[src/design/trs_pkg.sv]
// Shared types, constants and arithmetic helpers of the TRS world matrix builder.
`timescale 1ns / 1ps

package trs_pkg;

   localparam int DATA_WIDTH_DEF = 32;
   localparam int ANGLE_BITS_DEF = 16;
   localparam int CORDIC_STEPS   = 28;
   localparam int FIELD_W        = 32;
   localparam int ANGLE_W        = 16;
   localparam int TRIG_W         = 18;
   localparam int ROT_W          = 19;
   localparam int XY_W           = 34;
   localparam int Z_W            = 33;
   localparam int MID_DEPTH      = 16;
   localparam int OUT_DEPTH      = 8;
   localparam int LANES          = 3;

   localparam logic signed [XY_W-1:0]    CORDIC_X0 = 34'sd652032874;
   localparam logic signed [TRIG_W-1:0]  TRIG_ONE  = 18'sd65536;
   localparam logic signed [FIELD_W-1:0] Q_ONE     = 32'sd65536;

   typedef struct packed {
      logic signed [FIELD_W-1:0] scale_x;
      logic signed [FIELD_W-1:0] scale_y;
      logic signed [FIELD_W-1:0] scale_z;
      logic [ANGLE_W-1:0]        angle_x;
      logic [ANGLE_W-1:0]        angle_y;
      logic [ANGLE_W-1:0]        angle_z;
      logic signed [FIELD_W-1:0] move_x;
      logic signed [FIELD_W-1:0] move_y;
      logic signed [FIELD_W-1:0] move_z;
   } req_type;

   typedef struct packed {
      logic [1:0]                row_index;
      logic signed [FIELD_W-1:0] elem_0;
      logic signed [FIELD_W-1:0] elem_1;
      logic signed [FIELD_W-1:0] elem_2;
      logic signed [FIELD_W-1:0] elem_3;
      logic                      last_row;
   } rsp_type;

   // Rotation matrix plus the per-row scale and the translation row
   typedef struct packed {
      logic signed [FIELD_W-1:0] scale_x;
      logic signed [FIELD_W-1:0] scale_y;
      logic signed [FIELD_W-1:0] scale_z;
      logic signed [FIELD_W-1:0] move_x;
      logic signed [FIELD_W-1:0] move_y;
      logic signed [FIELD_W-1:0] move_z;
      logic signed [ROT_W-1:0]   r00;
      logic signed [ROT_W-1:0]   r01;
      logic signed [ROT_W-1:0]   r02;
      logic signed [ROT_W-1:0]   r10;
      logic signed [ROT_W-1:0]   r11;
      logic signed [ROT_W-1:0]   r12;
      logic signed [ROT_W-1:0]   r20;
      logic signed [ROT_W-1:0]   r21;
      logic signed [ROT_W-1:0]   r22;
   } rot_type;

   // Arctangent of 2^-i in units of 2^32 per turn
   function automatic logic [31:0] atan_turn(input logic [4:0] idx);
      logic [31:0] r;
      unique case (idx)
         5'd0:  r = 32'd536870912;
         5'd1:  r = 32'd316933406;
         5'd2:  r = 32'd167458907;
         5'd3:  r = 32'd85004756;
         5'd4:  r = 32'd42667331;
         5'd5:  r = 32'd21354465;
         5'd6:  r = 32'd10679838;
         5'd7:  r = 32'd5340245;
         5'd8:  r = 32'd2670163;
         5'd9:  r = 32'd1335087;
         5'd10: r = 32'd667544;
         5'd11: r = 32'd333772;
         5'd12: r = 32'd166886;
         5'd13: r = 32'd83443;
         5'd14: r = 32'd41722;
         5'd15: r = 32'd20861;
         5'd16: r = 32'd10430;
         5'd17: r = 32'd5215;
         5'd18: r = 32'd2608;
         5'd19: r = 32'd1304;
         5'd20: r = 32'd652;
         5'd21: r = 32'd326;
         5'd22: r = 32'd163;
         5'd23: r = 32'd81;
         5'd24: r = 32'd41;
         5'd25: r = 32'd20;
         5'd26: r = 32'd10;
         5'd27: r = 32'd5;
         default: r = 32'd0;
      endcase
      return r;
   endfunction

   // Q2.16 product of two unit-range values, rounded half up
   function automatic logic signed [TRIG_W-1:0] qmul_trig(input logic signed [TRIG_W-1:0] a,
                                                         input logic signed [TRIG_W-1:0] b);
      logic signed [2*TRIG_W-1:0] p;
      p = (2*TRIG_W)'(a) * (2*TRIG_W)'(b);
      p = p + (2*TRIG_W)'(32768);
      return TRIG_W'(p >>> 16);
   endfunction

endpackage

[src/design/trs_queue.sv]
// Small first-in first-out queue with show-ahead head; room is guaranteed by the writer's credits.
`timescale 1ns / 1ps

module trs_queue import trs_pkg::*; #(
   parameter type T     = logic,
   parameter int  DEPTH = 4
) (
   input  logic clock,
   input  logic reset,
   input  logic push,
   input  T     push_data,
   input  logic pop,
   output T     head,
   output logic empty
);

   localparam int PW = $clog2(DEPTH);
   localparam int CW = $clog2(DEPTH + 1);

   T              mem [DEPTH];
   logic [PW-1:0] wr_ptr_ff, wr_ptr_in;
   logic [PW-1:0] rd_ptr_ff, rd_ptr_in;
   logic [CW-1:0] count_ff, count_in;
   logic          do_pop;

   assign empty  = (count_ff == '0);
   assign do_pop = pop && !empty;
   assign head   = mem[rd_ptr_ff];

   always_comb begin
      wr_ptr_in = push ? wr_ptr_ff + PW'(1) : wr_ptr_ff;
      rd_ptr_in = do_pop ? rd_ptr_ff + PW'(1) : rd_ptr_ff;
      count_in  = count_ff + CW'(push) - CW'(do_pop);
   end

   always_ff @(posedge clock) begin
      if (reset) begin
         wr_ptr_ff <= '0;
         rd_ptr_ff <= '0;
         count_ff  <= '0;
      end else begin
         wr_ptr_ff <= wr_ptr_in;
         rd_ptr_ff <= rd_ptr_in;
         count_ff  <= count_in;
      end
   end

   always_ff @(posedge clock) begin
      if (push) begin
         mem[wr_ptr_ff] <= push_data;
      end
   end

endmodule

[config.mk]
export PLATFORM = sky130hd
export DESIGN_NAME = trs_queue
export DESIGN_NICKNAME = d
export VERILOG_FILES = /design/src/design/trs_pkg.sv /design/src/design/trs_queue.sv
export SDC_FILE = /design/constraint.sdc
export NUM_CORES = 1
export LEC_CHECK = 0
export ABC_AREA = 1
export ABC_CLOCK_PERIOD_IN_PS = 2150
export CAP_MARGIN = 10
export CORE_UTILIZATION = 45
export DETAILED_ROUTE_END_ITERATION = 6
export DONT_BUFFER_PORTS = 1
export PLACE_DENSITY = 0.71
export SYNTH_ARGS = -nofsm -noshare
export SYNTH_HDL_FRONTEND = slang
export SYNTH_SLANG_ARGS = --single-unit
[constraint.sdc]
create_clock -name clock -period 2.15 [get_ports clock]
set_input_delay 0.215 -clock clock [delete_from_list [all_inputs] [get_ports clock]]
set_output_delay 0.215 -clock clock [all_outputs]
set_load 0.005 [all_outputs]
==> results of run 1 <==
[report_power, final]
group	internal, mW	switching, mW	leakage [nW]	total, mW
combinational	0.103	0.151	0.212	0.254
clock	0.0718	0.0735	0.0150	0.145
sequential	0.302	0.0347	0.111	0.337
[critical path: stages, from the launching register on]
cell and delay (ns):
dfxtp_1 0.36, nor2_4 0.15, nand2_4 0.08, inv_2 0.07, nor2_1 0.04, ha_1 0.27, inv_1 0.06, ha_1 0.13
inv_1 0.05, fa_1 0.37, a21oi_1 0.13, nor2_1 0.06
[per-stage QoR]
stage | hold slack (ns) | instance area (um^2) | std cells | setup WS (ns) | utilization, %
global placement | 0.284 | 644 | 86 | 0.332 | 49.5
floorplan | 0.282 | 626 | 71 | 0.398 | -
CTS | 0.0275 | 681 | 91 | 0.290 | 52.3
global route | 0.0192 | 681 | 91 | 0.171 | 52.3
detailed placement | 0.284 | 644 | 86 | 0.300 | 49.5
finish | 0.0373 | 681 | 91 | 0.292 | 52.3
[cell families after synthesis]
group | share of synthesized area, %
AO/OA/AOI/OAI | 8.60
adder cells (fa/ha/maj) | 15.2
buffers and inverters | 10.2
flip-flops | 48.0
AND/OR/NAND/NOR | 18.0
[layout make-up]
| type | instances | area share [%] |
|---|---|---|
| timing repair buffer | 1 | 1.47 |
| sequential | 13 | 44.1 |
| inverter | 17 | 9.37 |
| multi-input combinational | 41 | 38.4 |
| clock buffer | 4 | 3.86 |
| tap | 15 | 2.76 |
[routing by layer]
layer	GRT usage [%]	vias to the layer above
met5	0	-
met4	7.76	0
met3	5.11	0
met2	23.8	6
met1	15.1	171
li1	-	231
[path summary, 6_finish.rpt]
| check | end | slack, ns | cells past startpoint |
|---|---|---|---|
| worst min-delay path | mem[3] | 0.04 | 0 |
| worst max-delay path | count_ff[2] | 0.29 | 11 |
| worst min register to register | flip-flop | 0.50 | 2 |
| worst max register to register | count_ff[2] | 0.29 | 11 |
[cells in the mapped netlist]
library cell  count  area, um^2
nand3_1           2        10.0
a21oi_2           1        8.76
a21oi_1           4        20.0
nand2_4           1        11.3
clkinv_1          1        3.75
edfxtp_1          4         120
inv_2             3        11.3
ha_1              6        75.1
nor2_4            1        11.3
nand2_2           2        12.5
dfxtp_1           9         180
fa_1              1        20.0
nor2_1           10        37.5
inv_1            13        48.8
o21ai_1           4        20.0
nand2_1           8        30.0
o21ai_0           1        5.00
==> flow_summary.yaml, run 1 <==
outcome:
  status: "complete, no violations"
route:
  viasPerCell: 4.48
  drtIter0Drc: 4
  drc: 0
  highest_layer: "met3"
  drt-total-wl_um: 758
  wl_met1_um: 362
  vias: 408
  dr.pass1.iters: 3
  wl_met3_um: 24
  ant_nets: 0
  met2_length_um: 371
  wl_per_cell_um: 8.33
yosys:
  avgSynthCellArea_um2: 8.81
  syn-num-nets: 83
  synth_area_um2: 626
  ys_types: 17
  postSynthCellCount: 71
  synth-seq-cells: 13
  synth_warnings: 0
  ys_seq_area_share_pct: 48.0
cts:
  cts_root_buf: "clkbuf_4"
  cts.sinks: 13
  cts_setup_buffers: 0
  cts_hold_buf: 1
  clock_latency_ns: 0.27
  clockBufferDepth: 2
  cts.clk_slew.worst_paths_ns: 0.08
  htree_levels: 1
  cts_tree: "built"
  cts_resized: 0
  numCtsBuffers: 3
timing:
  tightestPinTransition_ns: 0.194
  relSlewSlack_pct: 87.1
  final-setup-viol-count: 0
  fin_crit_ns: 1.86
  timing.fmax_ghz: 0.538
  setup_tns_ns: 0
  drv_slew: 0
  final.period_utilization_pct: 86.4
  clock_skew_ns: 0.00303
  rsz0062_at_grt: "false"
  hold_viol_final: 0
floorplanning:
  core_mm2: 0.00130
  dieArea_mm2: 0.00154
  pin_count: 7
  initial_core_util_pct: 48.1
  fp.dieH_um: 39.3
  rows: 13
  die_w_um: 39.3
final_layout:
  nNetsFinal: 89
  antennaDiodeCount: 0
  synthToLayoutAreaGrowth_pct: 8.80
  final_cell_mix: "inv_1 (13), nor2_1 (10), dfxtp_1 (9), nand2_1 (8), ha_1 (6)"
  multiInputGateArea_um2: 262
  nFillCells: 134
  layout-drive-gt1-share_pct: 14.5
  final_common_cell: "inv_1"
  seq_area_um2: 300
critical_path:
  worstPathMaxFanout: 5
  critPathRequiredTime_ns: 2.32
  end_kind: "flip-flop"
  crit_type: "flip-flop to flip-flop"
  startpoint_type: "flip-flop"
  startpoint: "count_ff[1]"
  crit_arrival_ns: 2.03
  r2r_start: "count_ff[1]"
run:
  cap_violations: 0
global_route:
  grtUsageTotal_pct: 14.1
  grt_pass1_vias: 376
  grt_overflow: 0
  grt_max_degree: 8
  grt_pass1_wl_mm: 1.40
  antenna_found_initial: 0
power_and_ir_drop:
  power_leakage_nw: 0.338
  powerDensity_mw_per_mm2: 1080
  power_mw: 0.737
  vdd_drop_max_uv: 593
worst_hold_path:
  worstHoldStart: "push_data"
  hp-class: "input port to flip-flop"
place:
  gp_congestion: 0.640
  port_buffers: 0
  dp_hpwl_um: 599
(Power assumes the default switching activity.)
==> inputs of run 2 (changes only) <==
- BUFFER_PORTS_ARGS: not set -> -buffer_cell sky130_fd_sc_hd__buf_4
- DONT_BUFFER_PORTS: 1 -> not set
- PLACE_DENSITY: 0.71 -> 0.75
==> run 2 against run 1 <==
Compared with the run above: power increased by 5.8%; global-route usage increased by 2.7 points; worst hold slack improved by 0.057 ns; clock skew about the same; via count increased by 9.3%; non-clock buffer count increased by 5; cell count increased by 5.5%.
==> flow_summary.yaml, run 2 (synthesis gave the netlist of run 1 again) <==
final_layout:
  antennaDiodeCount: 0
  final_cell_mix: "inv_1 (13), nor2_1 (10), dfxtp_1 (9), nand2_1 (8)"
  layout-drive-gt1-share_pct: 21.0
  multiInputGateArea_um2: 262
  finalNonFillerCells: 96
  final_common_cell: "inv_1"
  fin_util_pct: 55.0
  synthToLayoutAreaGrowth_pct: 14.4
  nNetsFinal: 94
  seq_area_um2: 300
  nFillCells: 125
power_and_ir_drop:
  power_leakage_nw: 0.363
  powerDensity_mw_per_mm2: 1090
  vdd_drop_max_uv: 521
  power_mw: 0.780
timing:
  drv_slew: 0
  setup_ws_ns: 0.295
  setup_tns_ns: 0
  timing.fmax_ghz: 0.539
  clock_skew_ns: 0.00314
  relSlewSlack_pct: 87.0
  fin_crit_ns: 1.85
  tightestPinTransition_ns: 0.195
  final-setup-viol-count: 0
  final.period_utilization_pct: 86.3
  hold_viol_final: 0
  rsz0062_at_grt: "false"
cts:
  cts.sinks: 13
  cts_setup_buffers: 0
  clock_latency_ns: 0.28
  cts_hold_buf: 0
  cts_resized: 0
  clockBufferDepth: 2
  cts.clk_slew.worst_paths_ns: 0.08
  cts_root_buf: "clkbuf_4"
  cts_tree: "built"
  numCtsBuffers: 3
  htree_levels: 1
critical_path:
  slowest_stage: "dfxtp_1"
  crit_type: "flip-flop to flip-flop"
  worstPathMaxFanout: 5
  r2r_start: "count_ff[1]"
  startpoint: "count_ff[1]"
  path_cells: "nor2_4 > nand2_4 > inv_2 > nor2_1 > ha_1 > inv_1 > ha_1 > inv_1 > fa_1 > a21oi_1 > nor2_1"
  max_stage_delay_ns: 0.42
  critPathRequiredTime_ns: 2.33
  crit_arrival_ns: 2.04
  end_kind: "flip-flop"
  startpoint_type: "flip-flop"
worst_hold_path:
  hp-class: "input port to flip-flop"
  worstHoldStart: "reset"
route:
  dr.pass1.iters: 1
  drtIter0Drc: 0
  drc: 0
  viasPerCell: 4.65
  drt-total-wl_um: 870
  ant_nets: 0
  vias: 446
  wl_per_cell_um: 9.06
place:
  dp_hpwl_um: 681
  place_inst: 92
  port_buffers: 6
  dpl_worst_slack_ns: 0.289
  gp_congestion: 0.628
global_route:
  grt_pass1_vias: 403
  grtUsageTotal_pct: 16.7
  grt_pass1_wl_mm: 1.52
  grt_overflow: 0
  grt_max_degree: 8
  antenna_found_initial: 0
run:
  cap_violations: 0
floorplanning:
  rows: 13
  fp.dieH_um: 39.3
  pin_count: 7
  dieArea_mm2: 0.00154
  core_mm2: 0.00130
  initial_core_util_pct: 48.1
  die_w_um: 39.3
outcome:
  status: "complete, no violations"
## run 2: routing by layer
layer	part of all wire, %	GRT usage (%)	routed length [um]	vias up
li1	-	-	-	238
met1	42	15.8	366	197
met2	50	25.0	434	6
met3	4.1	8.52	36	5
met4	3.7	17.2	32	0
met5	0	0	0	-
## run 2: worst max-delay path: cells and delay by family, from the launching register on
kind,cells,cell delay (ns)
adders and majority gates,3,0.73
DFF,1,0.42
AOI/OAI and AO/OA,1,0.12
buffers and inverters,3,0.13
and+or+nand+nor,4,0.33
## run 2: stage by stage
step	hold slack, ns	cell area [um^2]
final	0.0945	716
after detailed placement	0.389	689
after global routing	0.0894	716
after floorplan	0.282	626
after CTS	0.0909	716
after global placement	0.388	689
## run 2: report_power, final
| part | internal, mW | switching (mW) | total [mW] |
|---|---|---|---|
| sequential | 0.302 | 0.0341 | 0.336 |
| clock | 0.0721 | 0.0801 | 0.152 |
| combinational | 0.130 | 0.161 | 0.291 |
## run 2: final timing paths
path | depth (start not counted) | end | slack (ns)
setup reg to reg | 11 | count_ff[2] | 0.30
setup / recovery | 11 | count_ff[2] | 0.30
hold / removal | 2 | count_ff[1] | 0.09
hold reg to reg | 2 | flip-flop | 0.49
## run 2: cell type report
class | instances | share of cell area, %
clock buffer | 4 | 3.67
inverter | 17 | 8.92
multi-input combinational | 41 | 36.5
sequential | 13 | 42.0
tap | 15 | 2.62
timing repair buffer | 6 | 6.29
==> inputs of run 3 (changes only) <==
==> constraint.sdc (replaced) <==
create_clock -name clock -period 2.15 [get_ports clock]
set_input_delay 0.1075 -clock clock [delete_from_list [all_inputs] [get_ports clock]]
set_output_delay 0.1075 -clock clock [all_outputs]
set_load 0.005 [all_outputs]
==> run 3 against run 2 <==
Compared with the run above: clock-buffer cell count is the same; critical path type unchanged; largest cell class unchanged; flip-flop and latch count is the same; combinational power barely moved.
==> flow_summary.yaml, run 3 (synthesis gave the netlist of run 1 again) <==
outcome:
  status: "complete, no violations"
run:
  cap_violations: 0
final_layout:
  nNetsFinal: 95
  fin_util_pct: 55.8
  final_common_cell: "inv_1"
  final_cell_mix: "inv_1 (13), nor2_1 (10), dfxtp_1 (9), nand2_1 (8)"
  finalNonFillerCells: 97
  layout-drive-gt1-share_pct: 20.7
  antennaDiodeCount: 0
  final_design_area_no_fill_um2: 726
  synthToLayoutAreaGrowth_pct: 16.0
  nFillCells: 124
place:
  port_buffers: 6
  dp_hpwl_um: 681
  place_inst: 92
  dpl_cell_area_um2: 689
  gp_congestion: 0.628
route:
  drc: 0
  ant_nets: 0
  wl_per_cell_um: 9.04
  drt-total-wl_um: 877
  viasPerCell: 4.62
  drtIter0Drc: 0
  dr.pass1.iters: 1
  vias: 448
timing:
  final.period_utilization_pct: 86.3
  clock_skew_ns: 0.00314
  tightestPinTransition_ns: 0.195
  relSlewSlack_pct: 87.0
  rsz0062_at_grt: "false"
  timing.fmax_ghz: 0.539
  drv_slew: 0
  fin_crit_ns: 1.85
  hold_viol_final: 0
  setup_tns_ns: 0
  final-setup-viol-count: 0
cts:
  clock_latency_ns: 0.28
  cts_tree: "built"
  htree_levels: 1
  cts_setup_buffers: 0
  cts.clk_slew.worst_paths_ns: 0.08
  cts_root_buf: "clkbuf_4"
  cts.sinks: 13
  clockBufferDepth: 2
  numCtsBuffers: 3
power_and_ir_drop:
  vdd_drop_max_uv: 522
  power_leakage_nw: 0.367
  powerDensity_mw_per_mm2: 1080
  power_mw: 0.781
floorplanning:
  die_w_um: 39.3
  dieArea_mm2: 0.00154
  fp.dieH_um: 39.3
  pin_count: 7
  rows: 13
  core_mm2: 0.00130
  initial_core_util_pct: 48.1
global_route:
  grt_max_degree: 8
  antenna_found_initial: 0
  grt_overflow: 0
  grt_pass1_vias: 403
  grt_pass1_wl_mm: 1.52
  grtUsageTotal_pct: 16.7
critical_path:
  worstPathMaxFanout: 5
  crit_family: "adder cells"
  crit_arrival_ns: 2.04
  path_cells: "nor2_4 > nand2_4 > inv_2 > nor2_1 > ha_1 > inv_1 > ha_1 > inv_1 > fa_1 > a21oi_1 > nor2_1"
  end_kind: "flip-flop"
  slowest_stage: "dfxtp_1"
  crit_type: "flip-flop to flip-flop"
  critPathRequiredTime_ns: 2.33
  path_buf_inv: 3
  startpoint_type: "flip-flop"
  max_stage_delay_ns: 0.42
worst_hold_path:
  hp-class: "input port to flip-flop"
[run 3: cell types whose count changed in the layout (fill, tap and decap cells not counted)]
cell / previous run / this run
dlygate4sd3_1: 0 / 1
[run 3: area by class of cell]
cell class	instances	area, um^2	area share [%]
Timing Repair Buffer	7	55.1	7.59
Clock buffer	4	26.3	3.62
Inverter	17	63.8	8.79
Multi-Input combinational cell	41	262	36.0
Sequential cell	13	300	41.4
Tap cell	15	18.8	2.59
[run 3: final timing paths]
path	slack [ns]	depth (start not counted)	startpoint	endpoint
worst min register to register	0.49	2	rd_ptr_ff[0]	flip-flop
worst max-delay path	0.30	11	count_ff[1]	count_ff[2]
worst max register to register	0.30	11	count_ff[1]	count_ff[2]
worst min-delay path	0.02	1	push_data	mem[3]
[run 3: metrics by stage]
stage	hold WS [ns]	setup slack (ns)
final	0.0217	0.295
after global routing	0.00826	0.127
after CTS	0.0160	0.297
after detailed placement	0.281	0.289
after global placement	0.280	0.322
after floorplan	0.174	0.398
[run 3: report_power, final]
group	switching (mW)	internal (mW)	leakage (nW)
clock network	0.0801	0.0721	0.0150
registers	0.0341	0.302	0.111
logic	0.162	0.131	0.241
total	0.276	0.505	0.367
[run 3: routing by layer]
| layer | wire [um] | up-vias | global-route usage (%) |
|---|---|---|---|
| met5 | 0 | - | 0 |
| met4 | 32 | 0 | 17.2 |
| met3 | 36 | 5 | 8.52 |
| met2 | 434 | 6 | 25.0 |
| met1 | 373 | 197 | 15.8 |
| li1 | - | 240 | - |
[run 3: what timing repair did]
item | 4_1_cts | 5_1_grt
hold endpoints to repair | 2 | 0
hold buffers | 1 | 0
gates resized for setup | 0 | 0
